[src/wsce_pkg.sv]
// ----------------------------------------------------------------------------
// wsce_pkg: shared types and constants of the client frame encoder
// Command, status and job codes, the job record handed from the front end
// to the back end, and the masking key byte selector.
// ----------------------------------------------------------------------------
`default_nettype none

package wsce_pkg;

  // Default width of the kept part of a frame length.
  localparam int unsigned LengthBitsDef = 64;
  // Width of the length field carried in a job.
  localparam int unsigned LenW = 64;

  localparam logic [31:0] DataMaskRst  = 32'h1234_5678;
  localparam logic [31:0] CloseMaskRst = 32'hABCD_EF01;

  localparam logic [7:0] OpText   = 8'h81;
  localparam logic [7:0] OpBinary = 8'h82;
  localparam logic [7:0] OpClose  = 8'h88;
  localparam logic [7:0] MaskBit  = 8'h80;
  localparam logic [7:0] LenMid   = 8'hFE;  // 126 with the mask bit
  localparam logic [7:0] LenLong  = 8'hFF;  // 127 with the mask bit

  localparam logic [63:0] ShortLenMax  = 64'd125;
  localparam logic [63:0] MidLenMax    = 64'd65535;
  localparam logic [63:0] ReasonLenMax = 64'd123;

  // Position of the first masking key byte for each length form.
  localparam logic [3:0] MaskStartShort = 4'd2;
  localparam logic [3:0] MaskStartMid   = 4'd4;
  localparam logic [3:0] MaskStartLong  = 4'd10;
  // Position of the final byte of a close header.
  localparam logic [3:0] CloseLastIdx   = 4'd7;

  typedef enum logic [2:0] {
    CMD_TEXT         = 3'd0,
    CMD_BINARY       = 3'd1,
    CMD_PAYLOAD      = 3'd2,
    CMD_CLOSE        = 3'd3,
    CMD_CONNECTED    = 3'd4,
    CMD_DISCONNECTED = 3'd5
  } cmd_e;

  typedef enum logic [1:0] {
    ST_OK       = 2'd0,
    ST_NOT_OPEN = 2'd1,
    ST_NO_FRAME = 2'd2,
    ST_TOO_LONG = 2'd3
  } status_e;

  typedef enum logic [0:0] {
    CFG_DATA_MASK  = 1'b0,
    CFG_CLOSE_MASK = 1'b1
  } cfg_idx_e;

  typedef enum logic [3:0] {
    LINK_CONNECTING = 4'b0001,
    LINK_OPEN       = 4'b0010,
    LINK_CLOSING    = 4'b0100,
    LINK_CLOSED     = 4'b1000
  } link_e;

  typedef enum logic [1:0] {
    FORM_SHORT = 2'd0,
    FORM_MID   = 2'd1,
    FORM_LONG  = 2'd2
  } form_e;

  typedef enum logic [1:0] {
    JOB_SINGLE    = 2'd0,
    JOB_DATA_HDR  = 2'd1,
    JOB_CLOSE_HDR = 2'd2
  } job_kind_e;

  // One unit of work for the back end. A single job emits first_byte with
  // last and status as given; a header job emits a whole frame header.
  typedef struct packed {
    job_kind_e        kind;
    logic [7:0]       first_byte;
    logic             last;
    status_e          status;
    form_e            form;
    logic [LenW-1:0]  len;
    logic [15:0]      code;
    logic             zero_len;
  } job_t;

  // Key byte idx of a masking key; byte 0 is the most significant.
  function automatic logic [7:0] key_byte(input logic [31:0] key,
                                          input logic [1:0]  idx);
    logic [7:0] res;
    unique case (idx)
      2'd0:    res = key[31:24];
      2'd1:    res = key[23:16];
      2'd2:    res = key[15:8];
      default: res = key[7:0];
    endcase
    return res;
  endfunction

endpackage

`default_nettype wire

[src/websocket_client_frame_encoder.sv]
// ----------------------------------------------------------------------------
// websocket_client_frame_encoder: masked client frame encoder
// Turns frame-start, payload, close and link commands into the byte stream
// of masked client frames, one byte per result.
// ----------------------------------------------------------------------------
// Usage:
// Commands arrive on the s_axis channel, with the command code in tuser and
// the length, data byte and close code in tdata. Each request that produces
// output yields a run of bytes on the m_axis channel: tdata is the wire byte,
// tlast marks the final byte of a frame and tuser carries a status. A
// non-zero status means the request was refused; tdata and tlast are zero.
// Link commands and unused codes produce no bytes.
// Payload streams at one byte per clock unless the receiver stalls.
// A frame header is 6, 8 or 14 bytes (by length form) and a close header
// 8; the byte sequencer emits one byte per cycle unless the receiver stalls.
// The first byte of a request goes through the job queue to the output register.
// A two-entry job queue sits between the command front end and the byte
// sequencer, so s_axis keeps taking requests while the output register waits.
// When the receiver stalls, the output byte holds and s_axis_tready drops
// once the queue fills. Reset leaves the link connecting, no frame open and
// both masking keys at their defaults. The key registers are written on the
// cfg channel, which is always ready; write them only while the block is idle.
// ----------------------------------------------------------------------------
`default_nettype none

module websocket_client_frame_encoder #(
  parameter int unsigned LengthBits = wsce_pkg::LengthBitsDef
) (
  input  wire logic         clk_i,
  input  wire logic         rst_ni,
  // Command channel.
  input  wire logic         s_axis_tvalid_i,
  output logic              s_axis_tready_o,
  // [63:0] payload_length, [71:64] data_byte, [87:72] close_code
  input  wire logic [87:0]  s_axis_tdata_i,
  // [2:0] command
  input  wire logic [2:0]   s_axis_tuser_i,
  // Byte channel.
  output logic              m_axis_tvalid_o,
  input  wire logic         m_axis_tready_i,
  // [7:0] out_byte
  output logic [7:0]        m_axis_tdata_o,
  output logic              m_axis_tlast_o,
  // [1:0] status
  output logic [1:0]        m_axis_tuser_o,
  // Key register writes: index 0 data mask, index 1 close mask.
  input  wire logic         cfg_valid_i,
  output logic              cfg_ready_o,
  input  wire logic [0:0]   cfg_index_i,
  input  wire logic [31:0]  cfg_data_i
);

  logic [31:0]     data_mask_q;
  logic [31:0]     close_mask_q;

  logic            push;
  logic            full;
  logic            pop;
  logic            empty;
  wsce_pkg::job_t  push_job;
  wsce_pkg::job_t  head_job;

  // The key registers are plain flops; writes are always taken.
  assign cfg_ready_o = 1'b1;

  always_ff @(posedge clk_i or negedge rst_ni) begin
    if (!rst_ni) begin
      data_mask_q  <= wsce_pkg::DataMaskRst;
      close_mask_q <= wsce_pkg::CloseMaskRst;
    end else if (cfg_valid_i) begin
      case (wsce_pkg::cfg_idx_e'(cfg_index_i))
        wsce_pkg::CFG_DATA_MASK:  data_mask_q  <= cfg_data_i;
        default:                  close_mask_q <= cfg_data_i;
      endcase
    end
  end

  // Front end: owns the link and frame state and masks payload bytes as
  // they are taken, so the back end never needs to look back at it.
  wsce_front #(
    .LengthBits (LengthBits)
  ) u_front (
    .clk_i            (clk_i),
    .rst_ni           (rst_ni),
    .in_valid_i       (s_axis_tvalid_i),
    .in_ready_o       (s_axis_tready_o),
    .cmd_i            (s_axis_tuser_i),
    .payload_length_i (s_axis_tdata_i[63:0]),
    .data_byte_i      (s_axis_tdata_i[71:64]),
    .close_code_i     (s_axis_tdata_i[87:72]),
    .data_mask_i      (data_mask_q),
    .close_mask_i     (close_mask_q),
    .full_i           (full),
    .push_o           (push),
    .job_o            (push_job)
  );

  wsce_fifo u_fifo (
    .clk_i   (clk_i),
    .rst_ni  (rst_ni),
    .push_i  (push),
    .job_i   (push_job),
    .full_o  (full),
    .pop_i   (pop),
    .empty_o (empty),
    .job_o   (head_job)
  );

  // Back end: one wire byte per cycle from the job at the queue head unless the receiver stalls.
  wsce_back u_back (
    .clk_i        (clk_i),
    .rst_ni       (rst_ni),
    .job_i        (head_job),
    .empty_i      (empty),
    .pop_o        (pop),
    .data_mask_i  (data_mask_q),
    .close_mask_i (close_mask_q),
    .out_valid_o  (m_axis_tvalid_o),
    .out_ready_i  (m_axis_tready_i),
    .out_byte_o   (m_axis_tdata_o),
    .out_last_o   (m_axis_tlast_o),
    .out_status_o (m_axis_tuser_o)
  );

endmodule

`default_nettype wire

[src/wsce_fifo.sv]
// ----------------------------------------------------------------------------
// wsce_fifo: two-entry job queue
// Decouples the front end from the back end so that each can stall alone.
// ----------------------------------------------------------------------------
`default_nettype none

module wsce_fifo (
  input  wire logic            clk_i,
  input  wire logic            rst_ni,
  input  wire logic            push_i,
  input  wire wsce_pkg::job_t  job_i,
  output logic                 full_o,
  input  wire logic            pop_i,
  output logic                 empty_o,
  output wsce_pkg::job_t       job_o
);

  wsce_pkg::job_t mem_q [2];
  logic           wr_q, wr_d;
  logic           rd_q, rd_d;
  logic [1:0]     cnt_q, cnt_d;

  assign full_o  = (cnt_q == 2'd2);
  assign empty_o = (cnt_q == 2'd0);
  assign job_o   = mem_q[rd_q];

  always_comb begin
    wr_d  = push_i ? ~wr_q : wr_q;
    rd_d  = pop_i ? ~rd_q : rd_q;
    cnt_d = cnt_q;
    if (push_i && !pop_i) begin
      cnt_d = cnt_q + 2'd1;
    end else if (pop_i && !push_i) begin
      cnt_d = cnt_q - 2'd1;
    end
  end

  always_ff @(posedge clk_i or negedge rst_ni) begin
    if (!rst_ni) begin
      wr_q  <= 1'b0;
      rd_q  <= 1'b0;
      cnt_q <= 2'd0;
    end else begin
      wr_q  <= wr_d;
      rd_q  <= rd_d;
      cnt_q <= cnt_d;
    end
  end

  always_ff @(posedge clk_i) begin
    if (push_i) begin
      mem_q[wr_q] <= job_i;
    end
  end

`ifndef ASSERT_OFF
  a_no_overflow: assert property (@(posedge clk_i) disable iff (!rst_ni)
    push_i |-> (cnt_q != 2'd2 || pop_i))
    else $error("job queue written while full");
  a_no_underflow: assert property (@(posedge clk_i) disable iff (!rst_ni)
    pop_i |-> cnt_q != 2'd0)
    else $error("job queue read while empty");
`endif

endmodule

`default_nettype wire

[src/wsce_front.sv]
// ----------------------------------------------------------------------------
// wsce_front: command front end of the client frame encoder
// Accepts commands, keeps the link and frame state, masks payload bytes and
// queues one job per command that produces output.
// ----------------------------------------------------------------------------
`default_nettype none

module wsce_front #(
  parameter int unsigned LengthBits = wsce_pkg::LengthBitsDef
) (
  input  wire logic         clk_i,
  input  wire logic         rst_ni,
  input  wire logic         in_valid_i,
  output logic              in_ready_o,
  input  wire logic [2:0]   cmd_i,
  input  wire logic [63:0]  payload_length_i,
  input  wire logic [7:0]   data_byte_i,
  input  wire logic [15:0]  close_code_i,
  input  wire logic [31:0]  data_mask_i,
  input  wire logic [31:0]  close_mask_i,
  input  wire logic         full_i,
  output logic              push_o,
  output wsce_pkg::job_t    job_o
);

  localparam int unsigned LenW = wsce_pkg::LenW;

  wsce_pkg::link_e         link_q, link_d;
  logic [LengthBits-1:0]   rem_q, rem_d;
  logic [1:0]              phase_q, phase_d;
  logic                    open_q, open_d;
  logic                    ucm_q, ucm_d;

  logic                    acc;
  logic [LengthBits-1:0]   len_clip;
  logic [LenW-1:0]         len_ext;
  logic [LengthBits-1:0]   rem_dec;
  logic                    rem_last;
  logic [7:0]              key;

  assign in_ready_o = !full_i;
  assign acc        = in_valid_i && !full_i;
  assign len_clip   = payload_length_i[LengthBits-1:0];
  assign len_ext    = LenW'(len_clip);
  assign rem_dec    = rem_q - LengthBits'(1);
  assign rem_last   = (rem_dec == '0);
  assign key        = wsce_pkg::key_byte(ucm_q ? close_mask_i : data_mask_i, phase_q);

  always_comb begin
    link_d  = link_q;
    rem_d   = rem_q;
    phase_d = phase_q;
    open_d  = open_q;
    ucm_d   = ucm_q;
    push_o  = 1'b0;
    job_o   = '0;
    if (acc) begin
      unique case (wsce_pkg::cmd_e'(cmd_i)) inside
        wsce_pkg::CMD_TEXT, wsce_pkg::CMD_BINARY: begin
          push_o = 1'b1;
          if (link_q != wsce_pkg::LINK_OPEN) begin
            job_o.kind   = wsce_pkg::JOB_SINGLE;
            job_o.status = wsce_pkg::ST_NOT_OPEN;
          end else begin
            job_o.kind       = wsce_pkg::JOB_DATA_HDR;
            job_o.first_byte = (wsce_pkg::cmd_e'(cmd_i) == wsce_pkg::CMD_TEXT) ?
                               wsce_pkg::OpText : wsce_pkg::OpBinary;
            job_o.len        = len_ext;
            job_o.zero_len   = (len_clip == '0);
            if (len_ext <= wsce_pkg::ShortLenMax) begin
              job_o.form = wsce_pkg::FORM_SHORT;
            end else if (len_ext <= wsce_pkg::MidLenMax) begin
              job_o.form = wsce_pkg::FORM_MID;
            end else begin
              job_o.form = wsce_pkg::FORM_LONG;
            end
            open_d  = (len_clip != '0);
            rem_d   = len_clip;
            phase_d = 2'd0;
            ucm_d   = 1'b0;
          end
        end
        wsce_pkg::CMD_PAYLOAD: begin
          push_o     = 1'b1;
          job_o.kind = wsce_pkg::JOB_SINGLE;
          if (!open_q) begin
            job_o.status = wsce_pkg::ST_NO_FRAME;
          end else begin
            job_o.first_byte = data_byte_i ^ key;
            job_o.last       = rem_last;
            job_o.status     = wsce_pkg::ST_OK;
            phase_d          = phase_q + 2'd1;
            rem_d            = rem_dec;
            open_d           = !rem_last;
          end
        end
        wsce_pkg::CMD_CLOSE: begin
          push_o = 1'b1;
          if (link_q == wsce_pkg::LINK_CLOSING || link_q == wsce_pkg::LINK_CLOSED) begin
            job_o.kind   = wsce_pkg::JOB_SINGLE;
            job_o.status = wsce_pkg::ST_NOT_OPEN;
          end else if (len_ext > wsce_pkg::ReasonLenMax) begin
            job_o.kind   = wsce_pkg::JOB_SINGLE;
            job_o.status = wsce_pkg::ST_TOO_LONG;
          end else begin
            job_o.kind     = wsce_pkg::JOB_CLOSE_HDR;
            job_o.len      = len_ext;
            job_o.code     = close_code_i;
            job_o.zero_len = (len_clip == '0);
            link_d         = wsce_pkg::LINK_CLOSING;
            open_d         = (len_clip != '0);
            rem_d          = len_clip;
            phase_d        = 2'd2;
            ucm_d          = 1'b1;
          end
        end
        wsce_pkg::CMD_CONNECTED: begin
          link_d = wsce_pkg::LINK_OPEN;
        end
        wsce_pkg::CMD_DISCONNECTED: begin
          link_d = wsce_pkg::LINK_CLOSED;
          open_d = 1'b0;
          rem_d  = '0;
        end
        default: begin
        end
      endcase
    end
  end

  always_ff @(posedge clk_i or negedge rst_ni) begin
    if (!rst_ni) begin
      link_q  <= wsce_pkg::LINK_CONNECTING;
      rem_q   <= '0;
      phase_q <= 2'd0;
      open_q  <= 1'b0;
      ucm_q   <= 1'b0;
    end else begin
      link_q  <= link_d;
      rem_q   <= rem_d;
      phase_q <= phase_d;
      open_q  <= open_d;
      ucm_q   <= ucm_d;
    end
  end

`ifndef ASSERT_OFF
  a_link_onehot: assert property (@(posedge clk_i) disable iff (!rst_ni)
    $onehot(link_q))
    else $error("link state lost its one-hot code");
  a_open_has_bytes: assert property (@(posedge clk_i) disable iff (!rst_ni)
    open_q |-> rem_q != '0)
    else $error("frame open with no bytes owed");
`endif

endmodule

`default_nettype wire

[src/wsce_back.sv]
// ----------------------------------------------------------------------------
// wsce_back: byte sequencer of the client frame encoder
// Expands queued jobs into wire bytes, one per cycle, into an output
// register that holds while the receiver stalls.
// ----------------------------------------------------------------------------
`default_nettype none

module wsce_back (
  input  wire logic         clk_i,
  input  wire logic         rst_ni,
  input  wire wsce_pkg::job_t job_i,
  input  wire logic         empty_i,
  output logic              pop_o,
  input  wire logic [31:0]  data_mask_i,
  input  wire logic [31:0]  close_mask_i,
  output logic              out_valid_o,
  input  wire logic         out_ready_i,
  output logic [7:0]        out_byte_o,
  output logic              out_last_o,
  output logic [1:0]        out_status_o
);

  logic [3:0]       idx_q, idx_d;
  logic             valid_q;
  logic [7:0]       byte_q;
  logic             last_q;
  wsce_pkg::status_e status_q;

  logic             load;
  logic [3:0]       mask_start;
  logic [3:0]       end_idx;
  logic [3:0]       key_off;
  logic [2:0]       len_sel;
  logic [7:0]       cur_byte;
  logic             cur_last;
  wsce_pkg::status_e cur_status;

  always_comb begin
    case (job_i.form)
      wsce_pkg::FORM_MID:  mask_start = wsce_pkg::MaskStartMid;
      wsce_pkg::FORM_LONG: mask_start = wsce_pkg::MaskStartLong;
      default:             mask_start = wsce_pkg::MaskStartShort;
    endcase
  end

  assign key_off = idx_q - mask_start;
  // Length bytes go out high byte first and end just before the key bytes.
  assign len_sel = 3'(mask_start - 4'd1 - idx_q);

  always_comb begin
    cur_byte   = 8'h00;
    cur_last   = 1'b0;
    cur_status = wsce_pkg::ST_OK;
    end_idx    = 4'd0;
    unique case (job_i.kind)
      wsce_pkg::JOB_DATA_HDR: begin
        end_idx = mask_start + 4'd3;
        if (idx_q >= mask_start) begin
          cur_byte = wsce_pkg::key_byte(data_mask_i, key_off[1:0]);
          cur_last = job_i.zero_len && (idx_q == end_idx);
        end else if (idx_q == 4'd0) begin
          cur_byte = job_i.first_byte;
        end else if (idx_q == 4'd1) begin
          case (job_i.form)
            wsce_pkg::FORM_MID:  cur_byte = wsce_pkg::LenMid;
            wsce_pkg::FORM_LONG: cur_byte = wsce_pkg::LenLong;
            default:             cur_byte = job_i.len[7:0] | wsce_pkg::MaskBit;
          endcase
        end else begin
          cur_byte = job_i.len[{len_sel, 3'b000} +: 8];
        end
      end
      wsce_pkg::JOB_CLOSE_HDR: begin
        end_idx = wsce_pkg::CloseLastIdx;
        case (idx_q) inside
          4'd0: cur_byte = wsce_pkg::OpClose;
          4'd1: cur_byte = (job_i.len[7:0] + 8'd2) | wsce_pkg::MaskBit;
          4'd2, 4'd3, 4'd4, 4'd5: begin
            cur_byte = wsce_pkg::key_byte(close_mask_i, key_off[1:0]);
          end
          4'd6: cur_byte = job_i.code[15:8] ^ wsce_pkg::key_byte(close_mask_i, 2'd0);
          default: begin
            cur_byte = job_i.code[7:0] ^ wsce_pkg::key_byte(close_mask_i, 2'd1);
            cur_last = job_i.zero_len;
          end
        endcase
      end
      default: begin
        cur_byte   = job_i.first_byte;
        cur_last   = job_i.last;
        cur_status = job_i.status;
      end
    endcase
  end

  assign load  = !empty_i && (!valid_q || out_ready_i);
  assign pop_o = load && (idx_q == end_idx);

  always_comb begin
    idx_d = idx_q;
    if (pop_o) begin
      idx_d = 4'd0;
    end else if (load) begin
      idx_d = idx_q + 4'd1;
    end
  end

  always_ff @(posedge clk_i or negedge rst_ni) begin
    if (!rst_ni) begin
      idx_q   <= 4'd0;
      valid_q <= 1'b0;
    end else begin
      idx_q <= idx_d;
      if (load) begin
        valid_q <= 1'b1;
      end else if (out_ready_i) begin
        valid_q <= 1'b0;
      end
    end
  end

  always_ff @(posedge clk_i) begin
    if (load) begin
      byte_q   <= cur_byte;
      last_q   <= cur_last;
      status_q <= cur_status;
    end
  end

  assign out_valid_o  = valid_q;
  assign out_byte_o   = byte_q;
  assign out_last_o   = last_q;
  assign out_status_o = status_q;

`ifndef ASSERT_OFF
  a_idx_steps: assert property (@(posedge clk_i) disable iff (!rst_ni)
    (load && !pop_o) |=> idx_q == $past(idx_q) + 4'd1)
    else $error("header byte index did not advance");
  a_idx_needs_job: assert property (@(posedge clk_i) disable iff (!rst_ni)
    idx_q != 4'd0 |-> !empty_i)
    else $error("header in progress with no queued job");
  a_error_clean: assert property (@(posedge clk_i) disable iff (!rst_ni)
    (valid_q && status_q != wsce_pkg::ST_OK) |-> (!last_q && byte_q == 8'h00))
    else $error("error result carries data");
`endif

endmodule

`default_nettype wire
[config.mk]
export PLATFORM = sky130hd
export DESIGN_NAME = websocket_client_frame_encoder
export DESIGN_NICKNAME = d
export VERILOG_FILES = /design/src/wsce_pkg.sv /design/src/websocket_client_frame_encoder.sv /design/src/wsce_fifo.sv /design/src/wsce_front.sv /design/src/wsce_back.sv
export SDC_FILE = /design/constraint.sdc
export NUM_CORES = 1
export LEC_CHECK = 0
export BUFFER_PORTS_ARGS = -buffer_cell sky130_fd_sc_hd__buf_2
export CAP_MARGIN = 20
export CORE_ASPECT_RATIO = 1.75
export CORE_MARGIN = 2
export CORE_UTILIZATION = 55
export CTS_CLUSTER_DIAMETER = 30
export DETAILED_ROUTE_END_ITERATION = 16
export PLACE_DENSITY = 0.82
export SLEW_MARGIN = 20
export SYNTH_ARGS = -nofsm -noshare
export SYNTH_HDL_FRONTEND = slang
export SYNTH_SLANG_ARGS = --single-unit
[constraint.sdc]
create_clock -name clk_i -period 5.24 [get_ports clk_i]
set_input_delay 1.048 -clock clk_i [delete_from_list [all_inputs] [get_ports clk_i]]
set_output_delay 1.048 -clock clk_i [all_outputs]
set_load 0.05 [all_outputs]
Yosys cells after proc, flatten, opt, wreduce, memory -nomap -nowiden
Memories as Yosys holds them, arrays and structs flattened.
Index checks and enable logic that the tools add are counted.
Widths: inputs -> output; s select.
{"block": "classes", "muxes": 88, "n_reduce_logical": 40, "shifts": 1, "order_cmp": 4, "addsub": 10, "eq_ne": 29, "bitwise": 6}
{"operator": "$mux 64", "count": 4}
{"operator": "$pmux 64 s4", "count": 1}
{"operator": "$mux 81", "count": 2}
{"operator": "$mux 8", "count": 18}
{"operator": "$logic_not 64->1", "count": 2}
{"operator": "$pmux 64 s2", "count": 1}
{"operator": "$mux 96", "count": 1}
{"operator": "$pmux 8 s3", "count": 3}
{"operator": "$mux 66", "count": 1}
{"operator": "$gt 64x7->1 const B", "count": 1}
{"operator": "$le 64x16->1 const B", "count": 1}
{"operator": "$le 64x7->1 const B", "count": 1}
{"operator": "$reduce_bool 64->1", "count": 1}
{"operator": "$shiftx 64x7->8", "count": 1}
{"operator": "$sub 64x1->64 const B", "count": 1}
{"operator": "$mux 32", "count": 1}
{"operator": "$pmux 8 s2", "count": 2}
{"operator": "$mux 2", "count": 15}
{"operator": "$xor 8x8->8", "count": 3}
{"operator": "$mux 1", "count": 22}
{"operator": "$eq 4x3->1 const B", "count": 4}
{"operator": "$mux 16", "count": 1}
{"operator": "$mux 4", "count": 4}
{"operator": "$pmux 4 s2", "count": 2}
{"operator": "other kinds (44)", "count": 85}
{"block": "word_totals", "mem_count": 1, "register_bits": 156, "elab_cells": 194, "ramBits": 192}
{"name": "u_fifo.mem_q", "words": 2, "width": 96, "read_ports": 1, "rd_clocked_by_memory_dff": 0, "wr": 1, "line": "wsce_fifo.sv:18", "source": "wsce_pkg::job_t mem_q [2];"}

Longest topological paths before layout
{"block": "logic_depth", "depth_word": 12, "depth_mapped": 20, "depth_no_buf": 13}

Modules after synthesis
From an unflattened synthesis, not the netlist that was laid out.
{"block": "hier_totals", "hier_cells": 1597, "hier_area_um2": 18829.3}
{"mod": "wsce_fifo", "cells_per_inst": 315, "n_inst": 1, "area_per_inst_um2": 7231.9, "seq_area_each_um2": 5865.6}
{"mod": "wsce_front", "cells_per_inst": 867, "n_inst": 1, "area_per_inst_um2": 6396.1, "seq_area_each_um2": 1803.0}
{"mod": "wsce_back", "cells_per_inst": 276, "n_inst": 1, "area_per_inst_um2": 2725.1, "seq_area_each_um2": 455.4}
{"mod": "websocket_client_frame_encoder", "cells_per_inst": 139, "n_inst": 1, "area_per_inst_um2": 2476.1, "seq_area_each_um2": 1640.3}

Least setup slack after synthesis
Ideal clock, no wire load.
{"block": "synth_timing", "kind": "input -> register", "startpoint": "input port s_axis_tvalid_i", "endpoint": "memory u_fifo.mem_q[0][0] in the netlist's numbering, enable pin", "setup_ns": 0.552, "required_ns": 4.688, "t_arrival_ns": 5.637, "path_stages": 4, "path_slack_ns": -0.948, "path_cell_list": "nand2_1 > or2_2 > clkbuf_1 > nor2_1"}
{"block": "synth_between", "elab_chain_len": 4}
{"item": "from (decl)", "line": "websocket_client_frame_encoder.sv:32", "source": "input wire logic s_axis_tvalid_i,"}
{"item": "$logic_and 1x1->1", "line": "wsce_front.sv:42", "source": "assign acc = in_valid_i && !full_i;"}
{"item": "$mux 1", "line": "wsce_front.sv:57", "source": "if (acc) begin"}
{"item": "$mux 1", "line": "wsce_fifo.sv:51", "source": "if (push_i) begin"}
{"item": "$mux 1 (not written as such)", "line": "wsce_fifo.sv:52", "source": "mem_q[wr_q] <= job_i;"}
{"item": "to (decl)", "line": "wsce_fifo.sv:18"}
No other way between the ends.

Worst setup path after layout
{"block": "layout_timing", "startpoint": "register u_fifo.rd_q", "endpoint": "register u_back.byte_q[7] (netlist: u_back.out_byte_o[7]) (data pin)"}
{"block": "layout_between", "elab_chain_len": 10, "word_cells_on_any_way": 26, "cone_classes": "add/sub (3); order compare (1); eq/ne (6); shift (1); mux (11); bitwise (2); reduce/logical (1); memory (1)"}
{"item": "from (decl)", "line": "wsce_fifo.sv:20", "source": "logic rd_q, rd_d;"}
{"item": "from (signal assigned)", "line": "wsce_fifo.sv:45", "source": "rd_q <= rd_d;"}
{"item": "$mem_v2 2x96 *"}
{"item": "$eq 2x2->1 / $eq 2x1->1 (equally long branches)", "line": "wsce_back.sv:39", "source": "case (job_i.form)"}
{"item": "$pmux 4 s2", "line": "wsce_back.sv:39"}
{"item": "$sub 3x1->3 / $sub 2x2->2 (equally long branches)", "line": "wsce_back.sv:48, wsce_back.sv:46"}
{"item": "$sub 3x3->3, or another cell as far along", "line": "wsce_back.sv:48", "source": "assign len_sel = 3'(mask_start - 4'd1 - idx_q);"}
{"item": "$shiftx 64x7->8 / $pmux 8 s3 (equally long branches)", "line": "wsce_back.sv:70, wsce_pkg.sv:93"}
{"item": "$mux 8 (on tied branches)", "line": "wsce_back.sv:63, wsce_back.sv:75"}
{"item": "$mux 8 (on tied branches)", "line": "wsce_back.sv:61, wsce_back.sv:75"}
{"item": "$mux 8 (on tied branches)", "line": "wsce_back.sv:58, wsce_back.sv:75"}
{"item": "$pmux 8 s2 *", "line": "wsce_back.sv:55", "source": "unique case (job_i.kind)"}
{"item": "net u_back.cur_byte[7]", "line": "wsce_back.sv:34", "source": "logic [7:0] cur_byte;"}
{"item": "to (signal assigned)", "line": "wsce_back.sv:124", "source": "byte_q <= cur_byte;"}
{"item": "to (decl)", "line": "wsce_back.sv:25", "source": "logic [7:0] byte_q;"}
The timed path passes the listed nets; every way through them passes the cells marked *.
A chain may end at the register's enable or synchronous reset.

==> qor.csv <==
stage;metric;value;unit
synthesis;Cells after Synth;1606;
min_path;WHS Path Cells;1;
timing;final setup fails;0;
critical_path;FF-to-FF Start;u_fifo.rd_q$_DFFE_PN0P_;
power_and_ir_drop;PwrDens;580.5;nW/um^2
detailed_routing;wl on met1;18240;um
outcome;status;completed;
synthesis;most common flop cell mapped by yosys;edfxtp_1;
critical_path;Worst EP arrival;4.46;ns
placed_design;DP HPWL;40940;um
synthesis;Mean Syn Cell Area;11.56;sq um
layout;Final Cell Area;21420;sq um
critical_path;r2r worst-path depth;11;
timing;clock skew;0.02319;ns
placed_design;GPL Wtd Cong;1.084;
floorplanning;die span in x;142.9;um
floorplanning;die area;35290;sq um
critical_path;Data required, critical path;5.51;ns
clocking;post-CTS resize count;0;
placed_design;placed inst area;19730;sq um
layout;Nets;1874;
detailed_routing;Via Count;14630;
synthesis;mux share of post-synthesis cell area;12.98;%
synthesis;Seq cells post-synth;348;
floorplanning;total core area;33520;sq um
synthesis;xor-xnor portion of the synthesized cell area;2.737;%
global_route;GRT Overall Usage;32.71;%
timing;Max Fclk;238.8;MHz
detailed_routing;DRC viols;0;
timing;Slew HR;31.25;%
power_and_ir_drop;Lkg Pwr;8.121;nW
clocking;clk_lat worst skew;0.58;ns
floorplanning;row count;89;
clocking;CTS Buf Count;48;
global_route;first-pass GRT wire length;86480;um
detailed_routing;Routed met2 length;29350;um
synthesis;Netlist cell types;78;
min_path;Worst Hold Class;flop to flop;
critical_path;Worst Setup SP;u_fifo.rd_q$_DFFE_PN0P_;
timing;setup TNS;0;ns
global_route;initial antenna violation count;0;
critical_path;startpoint types;flop;
layout;Core Util, Final;63.89;%
critical_path;slowest stage delay, CP;0.87;ns
timing;Tmin final;4.188;ns
placed_design;PortBufs;141;
synthesis;EDFF count, synth;203;
run;total of max-cap violations;0;
floorplanning;Die H;247.0;um
detailed_routing;remaining antenna violation count after routing;0;
critical_path;CP Capture Type;flop;
layout;Filler cells;2523;
critical_path;crit path cell chain;mux2i_1, ha_1, inv_1, ha_1, clkinv_1, mux2_2, o21ai_0, a221oi_1, a21o_1, a221oi_1, a21oi_1;
synthesis;Post-synth ARST share;41.67;%
power_and_ir_drop;maximum vdd drop;336.4;uV
synthesis;syn nets;1755;
synthesis;Adder-Cell Fraction of Synth Area;1.348;%
synthesis;Yosys top cell by area;edfxtp_1;
synthesis;top-area cell type share of the netlist area;32.85;%
min_path;hold path startpoint;u_front.link_q[0]$_DFFE_PN1P_;
detailed_routing;Met3 Routed Length;3745;um
detailed_routing;final wirelength;56900;um
clocking;hold_buf cts;0;
detailed_routing;drt wl/cell;25.63;um
synthesis;Post-Syn Area;18560;sq um
detailed_routing;vias per cell;6.591;
detailed_routing;initial DRC count;1739;
global_route;vias in the first global route;14940;
clocking;CTS root buf;clkbuf_16;
detailed_routing;DRT Pass-1 Iters;8;
clocking;CTS H-tree lvls;2;
clocking;maximum clock path buffer count;3;
layout;Area growth, synth to finish;15.39;%
synthesis;post-synthesis sequential area ratio;52.61;%
synthesis;Ys Warns;0;
timing;Worst Tran Pin Value;1.029;ns
critical_path;critical path type;flop to flop;
critical_path;Crit Path Max Fanout;19;
timing;Min Hold Slack;0.4924;ns
clocking;clock tree sinks;348;
floorplanning;Initial Utilization;55.37;%
clocking;CTS tree;yes;
clocking;Setup Fix Bufs, Post-CTS;0;
layout;most frequent cells in the layout;203 x edfxtp_1, 140 x buf_2, 128 x nor2_1, 122 x o21ai_0, 111 x dfrtp_1;
timing;Slew Limit Fails;0;
timing;final hold violation count;0;
clocking;CTS clk-pin slew, worst paths;0.06;ns
global_route;GRT overflow;0;
synthesis;largest family of logic cells by synthesized area;simple AND/OR/NAND/NOR gates;
power_and_ir_drop;Power Total;12.43;mW
layout;most common cell after layout, fill and taps aside;edfxtp_1;
synthesis;Compound-Gate Fraction of Synth Area;11.99;%
detailed_routing;Top Layer Used;met4;
timing;fin crit share;79.93;%
layout;# diodes;0;
timing;RSZ-0062 raised after global routing;no;
layout;share of layout cells above drive strength 1;25.27;%
critical_path;Slowest-stage cell, CP;ha_1;
global_route;pin count of the biggest net entering global routing;109;
floorplanning;I/O Pins;143;
synthesis;Synth Area in Simple Gates;15.22;%
synthesis;synth top area cells;edfxtp_1 33%, dfrtp_1 15%, mux4_2 6.4%;
metrics by stage:
step	setup WS, ns	cells
floorplan	0.5411	1606
global placement	0.9836	2130
detailed placement	0.8897	2130
CTS	1.081	2220
global route	0.8149	2220
finish	1.052	2220
final timing paths:
kind                                                  end  slack [ns]
setup reg to reg           u_back.out_byte_o[7]$_DFFE_PP_        1.05
min in group asynchronous  u_back.out_valid_o$_DFFE_PN0P_        0.60
max in group asynchronous   u_front.rem_q[38]$_DFFE_PN0P_        3.43
hold / removal              u_front.link_q[0]$_DFFE_PN1P_        0.49
hold reg to reg             u_front.link_q[0]$_DFFE_PN1P_        0.49
setup / recovery           u_back.out_byte_o[7]$_DFFE_PP_        1.05
registers in the layout, indices dropped and copies added (netlist names):
name                 count
u_fifo.mem_q           192
u_front.rem_q           64
close_mask_q            32
data_mask_q             32
u_back.out_byte_o        8
u_back.idx_q             4
u_front.link_q           4
u_back.out_status_o      2
u_fifo.cnt_q             2
u_front.phase_q          2
u_back.out_last_o        1
u_back.out_valid_o       1
u_fifo.rd_q              1
u_fifo.wr_q              1
u_front.open_q           1
u_front.ucm_q            1
synthesized netlist by cell type (11+ instances only):
master    count
a211oi_1     11
a21oi_1      72
a222oi_1     17
a22oi_1      24
a31oi_1      18
a32oi_1      14
and2_1       88
buf_2        14
clkbuf_1     78
dfrtp_1     113
dfstp_2      32
edfxtp_1    203
ha_1         20
inv_1        45
mux2_2       68
mux2i_1      45
mux4_2       53
nand2_1      83
nand2b_1     11
nand3_1      20
nand4_1      15
nor2_1      130
nor3_1       37
nor4_1       42
o211ai_1     20
o21ai_0     122
o22ai_1      14
or3_1        16
xnor2_1      31
xor2_1       27
per-layer routing:
metal	global-route usage, %	vias up
li1	-	6349
met1	34.53	7148
met2	57.48	859
met3	4.260	276
met4	26.94	0
met5	0	-
layout make-up:
| cell class | instances | area [sq um] | share of cell area (%) |
|---|---|---|---|
| clock buffers | 50 | 1240 | 5.790 |
| clock inverters | 40 | 441.7 | 2.062 |
| inverters | 46 | 172.7 | 0.8063 |
| multi-input cells | 1112 | 8260 | 38.57 |
| flip-flops and latches | 348 | 9769 | 45.62 |
| well taps | 455 | 569.3 | 2.658 |
| repair buffers | 169 | 962.2 | 4.493 |
report_power, final:
| group | switching (mW) | total [mW] | internal [mW] |
|---|---|---|---|
| registers | 0.730 | 4.29 | 3.56 |
| clock network | 1.44 | 3.35 | 1.92 |
| logic | 2.94 | 4.78 | 1.85 |
kinds of logic after synthesis:
kind of cell	after synthesis
compound gates	353
fa+ha+maj	20
simple gates	514
other cells	1
xor+xnor	58
flops	348
mux	166
buf+inv	146
critical path, delay by kind of cell (launching register included):
kind            cells  cell delay, ns
fa+ha+maj           2            1.11
compound gates      5            0.97
mux                 2            0.67
buf+inv             2            0.62
flops               1            0.50
(Power assumes the default switching activity.)
